===== src/rtl/tgcw_pkg.sv =====
// shared types, constants and helpers for the text grid console writer
// no dependencies

package tgcw_pkg;

  localparam int MAX_COLS   = 128;
  localparam int MAX_ROWS   = 64;
  localparam int CELL_COUNT = MAX_COLS * MAX_ROWS;

  localparam int COL_AW  = (MAX_COLS > 1) ? $clog2(MAX_COLS) : 1;
  localparam int ROW_AW  = (MAX_ROWS > 1) ? $clog2(MAX_ROWS) : 1;
  localparam int CELL_AW = (CELL_COUNT > 1) ? $clog2(CELL_COUNT) : 1;
  localparam int COLS_W  = $clog2(MAX_COLS + 1);
  localparam int ROWS_W  = $clog2(MAX_ROWS + 1);

  localparam int CFG_W     = 8;
  localparam int CFG_IDX_W = 1;

  localparam logic [20:0] NEWLINE_CODE = 21'd10;
  localparam logic [20:0] SPACE_CODE   = 21'd32;
  localparam logic [14:0] POS_LIMIT    = 15'h7fff;
  localparam logic [15:0] ROW_SAT      = 16'h8000;

  typedef enum logic [2:0] {
    FN_PUT   = 3'd0,
    FN_MOVE  = 3'd1,
    FN_CLEAR = 3'd2,
    FN_READ  = 3'd3,
    FN_ACK   = 3'd4
  } func_e;

  typedef enum logic [1:0] {
    ST_WRITTEN  = 2'd0,
    ST_NEWLINE  = 2'd1,
    ST_OFF_GRID = 2'd2,
    ST_DONE     = 2'd3
  } status_e;

  typedef enum logic [CFG_IDX_W-1:0] {
    CFG_COLS = 1'd0,
    CFG_ROWS = 1'd1
  } cfg_idx_e;

  typedef struct packed {
    logic [20:0] ch;
    logic [3:0]  sty;
    logic [31:0] lnk;
  } cell_t;

  localparam cell_t BLANK_CELL = '{ch: SPACE_CODE, sty: 4'd0, lnk: 32'd0};

  typedef struct packed {
    logic               we;
    logic               re;
    logic [CELL_AW-1:0] addr;
    cell_t              wdata;
  } mem_req_t;

  typedef struct packed {
    logic              set_row;
    logic [ROW_AW-1:0] row;
    logic              mark_vis;
    logic              ack_vis;
  } dirty_cmd_t;

  function automatic logic [CELL_AW-1:0] cell_addr(input logic [ROW_AW-1:0] row,
                                                   input logic [COL_AW-1:0] col);
    logic [CELL_AW-1:0] a;
    a = CELL_AW'(row) * CELL_AW'(MAX_COLS) + CELL_AW'(col);
    return a;
  endfunction

  function automatic logic [15:0] row_inc(input logic [15:0] r);
    return (r < ROW_SAT) ? r + 16'd1 : r;
  endfunction

endpackage


===== src/rtl/tgcw_dirty_flags.sv =====
// per-row dirty flags and the whole-grid dirty flag
// depends on tgcw_pkg

module tgcw_dirty_flags
  import tgcw_pkg::*;
(
  input  logic              clk_i,
  input  logic              rst_ni,
  input  dirty_cmd_t        cmd_i,
  input  logic [ROWS_W-1:0] rows_i,
  input  logic [ROW_AW-1:0] rd_row_i,
  output logic              row_flag_o,
  output logic              all_dirty_o
);

  logic [MAX_ROWS-1:0] flags_q, flags_d;
  logic                all_q, all_d;

  always_comb begin
    flags_d = flags_q;
    all_d   = all_q;
    for (int r = 0; r < MAX_ROWS; r++) begin
      if (ROWS_W'(r) < rows_i) begin
        if (cmd_i.mark_vis) begin
          flags_d[r] = 1'b1;
        end
        if (cmd_i.ack_vis) begin
          flags_d[r] = 1'b0;
        end
      end
    end
    if (cmd_i.set_row) begin
      flags_d[cmd_i.row] = 1'b1;
    end
    if (cmd_i.mark_vis) begin
      all_d = 1'b1;
    end
    if (cmd_i.ack_vis) begin
      all_d = 1'b0;
    end
  end

  always_ff @(posedge clk_i or negedge rst_ni) begin
    if (!rst_ni) begin
      flags_q <= '1;
      all_q   <= 1'b1;
    end else begin
      flags_q <= flags_d;
      all_q   <= all_d;
    end
  end

  assign row_flag_o  = flags_q[rd_row_i];
  assign all_dirty_o = all_q;

endmodule

===== config.mk =====
export PLATFORM = sky130hd
export DESIGN_NAME = tgcw_dirty_flags
export DESIGN_NICKNAME = d
export VERILOG_FILES = /design/src/rtl/tgcw_pkg.sv /design/src/rtl/tgcw_dirty_flags.sv
export SDC_FILE = /design/constraint.sdc
export NUM_CORES = 1
export LEC_CHECK = 0
export BUFFER_PORTS_ARGS = -buffer_cell sky130_fd_sc_hd__buf_2
export CORE_ASPECT_RATIO = 0.7
export CORE_MARGIN = 2
export CORE_UTILIZATION = 30
export DETAILED_ROUTE_END_ITERATION = 6
export SLEW_MARGIN = 10
export SYNTH_ARGS = -nofsm -noshare
export SYNTH_HDL_FRONTEND = slang
export SYNTH_SLANG_ARGS = --single-unit

===== constraint.sdc =====
create_clock -name clk_i -period 3.41 [get_ports clk_i]
set_clock_uncertainty 0.1 [all_clocks]
set_input_delay 0.8525 -clock clk_i [delete_from_list [all_inputs] [get_ports clk_i]]
set_output_delay 0.8525 -clock clk_i [all_outputs]
set_load 0.01 [all_outputs]

* Word-level counts from Yosys, hierarchy flattened *
Cells that the tools add are included.

operators by class
  multiplexer cells = 199
  bitwise logic cells = 1
  reduce and logical (&&, ||, !) cells = 2
  magnitude comparators = 67

operator list
  cell                                                                    number
  6-bit by 7-bit < comparator with 1-bit output (first input constant)    32
  1-bit two-way mux                                                       196
  5-bit by 7-bit < comparator with 1-bit output (first input constant)    16
  64-bit two-way mux                                                      1
  64-bit bitwise OR                                                       1
  4-bit by 7-bit < comparator with 1-bit output (first input constant)    8
  3-bit by 7-bit < comparator with 1-bit output (first input constant)    4
  1-bit by 7-bit < comparator with 1-bit output (first input constant)    2
  2-bit by 7-bit < comparator with 1-bit output (first input constant)    2
  6-bit by 7-bit < comparator with 1-bit output (second input constant)   2
  1-bit binary-select mux with 6-bit select                               1
  1-bit demux with 6-bit select                                           1
  6-bit by 1-bit >= comparator with 1-bit output (second input constant)  1
  2-bit nonzero test                                                      1
  1-bit logical AND                                                       1

word-level totals
  word-level logic and storage cells = 271
  flip-flop bits (word level) = 65

* Depth between registers and ports, before layout *
Gate-level depths: netlist (run 1).

  word-level depth = 6
  mapped depth = 7
  depth with buffers taken out = 5

* Worst setup path after synthesis (run 1) *
Ideal clock, no wire load.

  path type = input-to-output
  from = in rd_row_i[2]
  to = out row_flag_o
  stages = 5
  data required time = 2.457 ns
  path buffers = 1
  data arrival time = 2.137 ns
  slack = 0.321 ns
  path through = buf_6 mux4_2 mux4_2 o22ai_1 o21ai_1

on the way
  longest elaborated chain between the ends = 2

ends and longest elaborated chain
  element                                    line                    text
  start, declared                            tgcw_dirty_flags.sv:11  input logic [ROW_AW-1:0] rd_row_i,
  1-bit binary-select mux with 6-bit select  tgcw_dirty_flags.sv:53  assign row_flag_o = flags_q[rd_row_i];
  1-bit two-way mux (implied by the code)    tgcw_dirty_flags.sv:53
  end, declared                              tgcw_dirty_flags.sv:12  output logic row_flag_o,

Every way passes these cells. The select of a mux whose other input is x is not followed.

* Worst setup path in the final report (run 1) *
Same ends and word-level chain as after synthesis.

==> flow_summary_export.csv, run 1 <==
group,metric,value,unit
route,detail_route.wl_per_cell,23.44,µm
cells_and_area,fin_util,0.3503,
clock_network,cts_tree,"done",
timing,setup_viol,0,
global_route,gr-total-overflow,0,
floorplan,die-area,0.01529,mm²
yosys,synth_commonest_cells,"a21oi_1, dfstp_2, o21ai_0",
route,drt-initial-drc-count,557,
clock_network,clk_latency,0.34,ns
yosys,synth_edf_count,0,
yosys,yosys.area.top_type_share,0.3980,
timing,rsz0062_at_grt,"no",
route,routed_wirelength,15.98,mm
global_route,grt_first_pass_wirelength,24.63,mm
power,power-per-cell-area,480.4,mW/mm²
cells_and_area,final_area,0.004891,mm²
timing,max_freq,0.2961,GHz
yosys,synth_seq_area_share,0.3980,
yosys,synth_area_leaders,"dfstp_2, a21oi_1, a21o_1",
route,vias,4199,
power,intPower,1.649,mW
power,ir_drop,300.8,µV
route,vias_per_cell,6.157,
power,power_frac_clock,0.376,
worst_setup_path,r2r-start,"flags_q[43]",
yosys,synth_area,0.004292,mm²
cells_and_area,fin_nets,511,
placement,dp.cells,666,
floorplan,start_util,0.3073,
floorplan,die_w,147.0,µm
yosys,synth_top_cell_by_area,"dfstp_2",
global_route,grt_max_degree,49,
floorplan,rows,36,
yosys,synth_cells,476,
route,firstDrtPassIters,5,
worst_setup_path,critPathMaxFanout,4,
timing,tns,0,ns
placement,port_buffers,25,
floorplan,core_area,0.01396,mm²
yosys,yosysWarnings,0,
placement,place_congestion,0.9607,
worst_setup_path,arrival,2.42,ns
yosys,ys.flop_type,"dfstp_2",
timing,fin_crit,3.377,ns
clock_network,holdBufCountCts,0,
timing,drv_slew,0,
route,antenna_left,0,
power,comb_power_share,0.193,
power,pwr-share-seq,0.430,
yosys,syn_area_per_cell,9.016,µm²
worst_setup_path,crit_type,"input port to output port",
min_path,worstHoldStart,"all_dirty_o",
global_route,grt_pass1_vias,3908,
floorplan,die_h,104.1,µm
yosys,synth.distinct_cells,40,
cells_and_area,drive_gt1_frac,0.2907,
job,max_cap_violations,0,
timing,fin_crit_sh,0.9903,
global_route,antenna_found_initial,0,
route,drc_errors,0,
clock_network,clkTransAtPathRegs,0.05,ns
timing,worstMarginPinSlew,0.9786,ns
timing,fin_ws,0.03319,ns
placement,dp_hpwl,11.64,mm
clock_network,root_buffer,"clkbuf_16",
worst_setup_path,crit_path_start,"rd_row_i[2]",
power,p_leak,1.876,nW
clock_network,cts_inserted_buffers,9,
clock_network,cts.path.max_buffers,2,
floorplan,io_pins,26,
placement,dp_worst_setup_slack,-0.07901,ns
clock_network,cts_sinks,65,
global_route,grtUsageTotal,0.2130,
yosys,synth_most_common_cell,"a21oi_1",
yosys,syn_nets,500,
cells_and_area,area_delta_synth_final,13.96,%
run_status,status,"finished, final reports clean",
worst_setup_path,end_kind,"output port",
cells_and_area,diodes,0,
placement,dpl_cell_area,0.004606,mm²
power,switching_share,0.2982,
yosys,ys_seq_elements,65,
clock_network,h-tree-depth,3,
worst_setup_path,worstPathRequired,2.46,ns
timing,timing.slew.headroom,0.3426,
min_path,hp-class,"flop to flop",
cells_and_area,finalNonFillerCells,682,
timing,hold_violations,0,
worst_setup_path,cp-start-kind,"input port",
yosys,async_flop_share,1.000,
power,power.net_switching,0.7006,mW
==> final timing paths <==
path	end	slack [ns]	cells after the start
max reg2reg	flags_q[43]	2.30	3
max	row_flag_o	0.03	6
min reg2reg	all_dirty_o	0.39	2
min in group asynchronous	all_dirty_o	0.58	1
min	all_dirty_o	0.39	2
max in group asynchronous	flags_q[7]	2.18	2
==> cell usage in the layout, fill, tap and decap left out, types with 16 or more instances in the layout <==
cell type,n
dfstp_2,65
nand2_1,40
o21bai_1,19
mux4_2,16
o22ai_1,19
buf_2,24
a21oi_1,77
o21ai_0,59
and2_1,17
a21o_1,43
==> layer usage <==
| layer | up-vias | global-route usage | wire (µm) |
|---|---|---|---|
| met2 | 320 | 0.2733 | 6221 |
| met4 | 0 | 0.03846 | 214 |
| met5 | - | 0 | 0 |
| li1 | 1777 | - | - |
| met3 | 26 | 0.08991 | 2406 |
| met1 | 2076 | 0.3287 | 7141 |
==> what timing repair did <==
item	CTS	global route
setup endpoints to repair	1	1
gates resized for setup	2	2
buffers inserted	0	0
pin swaps	0	0
cloned	0	0
==> final cells by class <==
class	instances	area, µm²
clock inverter	4	27.53
clock buffer	12	256.5
tap	190	237.7
sequential	65	1708
multi-input combinational	365	2390
inverter	7	26.28
fill	1488	9072
timing repair buffer	39	245.2
==> stage by stage <==
stage	hold slack, ns	power, mW
5_1_grt	0.4293	2.448
2_1_floorplan	0.3888	1.275
3_5_place_dp	0.3747	1.450
4_1_cts	0.3912	2.342
6_report	0.3878	2.350
3_3_place_gp	0.3754	1.444
==> worst max-delay path, cell delays in order <==
cell	delay [ns]
buf_2	0.17
mux4_2	0.52
mux4_2	0.48
o22ai_2	0.16
o21ai_1	0.10
buf_2	0.15
==> sequential cells by signal, summed over array words and instances (netlist names) <==
signal and count:
all_dirty_o 1, flags_q 64
==> cells by family (layout without fill, tap and decap cells) <==
logic type             Yosys count  in the layout  share of synthesized area
AOI/OAI and AO/OA              230            230                     0.3166
and+or+nand+nor                117            117                     0.1464
DFF                             65             65                     0.3980
buffers and inverters           46             62                    0.04490
muxes                           18             18                    0.09417
==> power groups by stage <==
stage               sequential (mW)  combinational [mW]  clock (mW)
finish                         1.01               0.454       0.884
global route                   1.01               0.495       0.940
CTS                            1.00               0.443       0.898
detailed placement             1.01               0.440           0
global placement               1.02               0.427           0
floorplan                     0.960               0.315           0
(Power assumes the default switching activity.)
==> run 2: changes to the inputs <==
--- a/config.mk
+++ b/config.mk
@@ -5,11 +5,13 @@
 export SDC_FILE = /design/constraint.sdc
 export NUM_CORES = 1
 export LEC_CHECK = 0
-export BUFFER_PORTS_ARGS = -buffer_cell sky130_fd_sc_hd__buf_2
+export BUFFER_PORTS_ARGS = -buffer_cell sky130_fd_sc_hd__buf_4
 export CORE_ASPECT_RATIO = 0.7
 export CORE_MARGIN = 2
 export CORE_UTILIZATION = 30
 export DETAILED_ROUTE_END_ITERATION = 6
+export PLACE_DENSITY_LB_ADDON = 0.15
+export REMOVE_ABC_BUFFERS = 1
 export SLEW_MARGIN = 10
 export SYNTH_ARGS = -nofsm -noshare
 export SYNTH_HDL_FRONTEND = slang
==> run 2 against run 1 <==
Net effect:
- worst hold slack gained 0.00059 ns
- die area is the same
- count of clock-buffer cells in the layout increased by 1
- sequential power about the same
- via count shrank 4.7%
- utilization grew 0.14 points
- critical path type unchanged
- combinational power increased by 3%
- critical path depth unchanged
- global-route usage increased by 0.92 points
- sequential share of layout area down 0.14 points
- register-to-register slack improved by 0.07 ns
==> flow_summary_export.csv, run 2 (synthesis results as in run 1) <==
group,metric,value,unit
route,drt-initial-drc-count,424,
worst_setup_path,critPathMaxFanout,4,
clock_network,cts.path.max_buffers,2,
cells_and_area,fin_nets,506,
timing,tns,0,ns
cells_and_area,final_common_cell,"a21oi_1",
floorplan,rows,36,
cells_and_area,area_delta_synth_final,14.43,%
clock_network,h-tree-depth,3,
clock_network,cts_sinks,65,
global_route,grt_first_pass_wirelength,25.31,mm
worst_setup_path,end_kind,"output port",
global_route,gr-total-overflow,0,
route,vias_per_cell,5.913,
global_route,grt_max_degree,66,
worst_setup_path,slowest_delay,0.53,ns
timing,max_freq,0.2964,GHz
route,firstDrtPassIters,5,
route,antenna_left,0,
power,ir_drop,251.4,µV
floorplan,die_w,147.0,µm
worst_setup_path,cp.buffers_inverters,2,
timing,fin_crit,3.374,ns
cells_and_area,fin_util,0.3517,
floorplan,core_area,0.01396,mm²
route,routed_wirelength,16.60,mm
timing,setup_viol,0,
worst_setup_path,cp_top_family,"multiplexers",
placement,place_congestion,0.8763,
worst_setup_path,worstPathRequired,2.46,ns
timing,timing.slew.headroom,0.3917,
run_status,status,"finished, final reports clean",
placement,dp_worst_setup_slack,-0.1028,ns
placement,port_buffers,25,
cells_and_area,fill_cells,1457,
job,max_cap_violations,0,
clock_network,clkTransAtPathRegs,0.06,ns
timing,hold_violations,0,
cells_and_area,diodes,0,
cells_and_area,final_cell_mix,"a21oi_1, dfstp_2, o21ai_0, a21o_1, nand2_1",
floorplan,io_pins,26,
worst_setup_path,cp_cell_sequence,"buf_8 -> mux4_2 -> mux4_2 -> o22ai_2 -> o21ai_2 -> buf_4",
power,power-per-cell-area,477.4,mW/mm²
cells_and_area,regMostFlops,"flags_q",
cells_and_area,largest_register_ffs,64,
timing,drv_slew,0,
worst_setup_path,crit_top_cell,"mux4_2",
global_route,grtUsageTotal,0.2223,
route,vias,4003,
floorplan,start_util,0.3073,
worst_setup_path,cp_slowest_cell,"mux4_2",
timing,rsz0062_at_grt,"no",
clock_network,cts_tree,"done",
global_route,grt_pass1_vias,3827,
global_route,antenna_found_initial,0,
route,detail_route.wl_per_cell,24.52,µm
power,p_leak,1.883,nW
floorplan,die-area,0.01529,mm²
timing,worstMarginPinSlew,0.9125,ns
min_path,hp-class,"flop to flop",
timing,fin_ws,0.03630,ns
placement,dp_hpwl,11.41,mm
route,drc_errors,0,
worst_setup_path,cp-start-kind,"input port",
cells_and_area,drive_gt1_frac,0.2834,
worst_setup_path,arrival,2.42,ns
clock_network,root_buffer,"clkbuf_16",
worst_setup_path,crit_type,"input port to output port",
floorplan,die_h,104.1,µm
timing,fin_crit_sh,0.9894,
clock_network,cts_inserted_buffers,9,
clock_network,clk_latency,0.34,ns
run 2: final timing paths:
| check | start | to | slack, ns | depth (start not counted) |
|---|---|---|---|---|
| max | rd_row_i[1] | row_flag_o | 0.04 | 6 |
| min | all_dirty_o | all_dirty_o | 0.39 | 2 |
| max reg2reg | flags_q[61] | flags_q[61] | 2.37 | 3 |
| min reg2reg | all_dirty_o | all_dirty_o | 0.39 | 2 |
| max in group asynchronous | rst_ni | flags_q[5] | 2.16 | 1 |
| min in group asynchronous | rst_ni | flags_q[3] | 0.95 | 1 |
run 2: final cells by class:
cell class	instances	area, µm²	area share
Multi-Input combinational cell	365	2394	0.4874
Sequential cell	65	1708	0.3478
Timing Repair Buffer	34	270.3	0.05503
Clock buffer	13	260.3	0.05299
Tap cell	190	237.7	0.04841
Inverter	7	26.28	0.005350
Clock inverter	3	15.01	0.003057
run 2: where the power goes:
group | total (mW) | internal (mW) | switching (mW)
Clock | 0.892 | 0.529 | 0.363
Combinational | 0.469 | 0.199 | 0.270
Sequential | 0.983 | 0.924 | 0.0596
Total | 2.34 | 1.65 | 0.693
run 2: stage by stage:
stage / total power, mW / cell area, µm² / hold slack, ns / cells
final: 2.345 / 4911 / 0.3884 / 677
after global routing: 2.439 / 4911 / 0.4184 / 677
after CTS: 2.346 / 4907 / 0.3885 / 677
after floorplan: 1.226 / 4125 / 0.3874 / 437
after detailed placement: 1.448 / 4618 / 0.3790 / 661
after global placement: 1.444 / 4618 / 0.3755 / 661
run 2: worst register-to-register path, stage by stage (launching register included):
cell and delay (ns):
dfstp_2 0.53, a21oi_1 0.04, a21oi_1 0.16, o21bai_1 0.13
run 2: what timing repair did:
| action | in CTS | in global routing |
|---|---|---|
| pin swaps | 2 | 1 |
| setup endpoints to repair | 1 | 1 |
| resized for setup | 7 | 1 |
| buffers inserted | 0 | 0 |
| cloned | 0 | 0 |
| hold buffers | 0 | 0 |
run 2: per-layer routing:
| layer | vias up | part of all wire | track usage |
|---|---|---|---|
| li1 | 1776 | - | - |
| met1 | 2023 | 0.50 | 0.3482 |
| met2 | 194 | 0.41 | 0.3025 |
| met3 | 10 | 0.083 | 0.06140 |
| met4 | 0 | 0.0058 | 0.04258 |
| met5 | - | 0 | 0 |
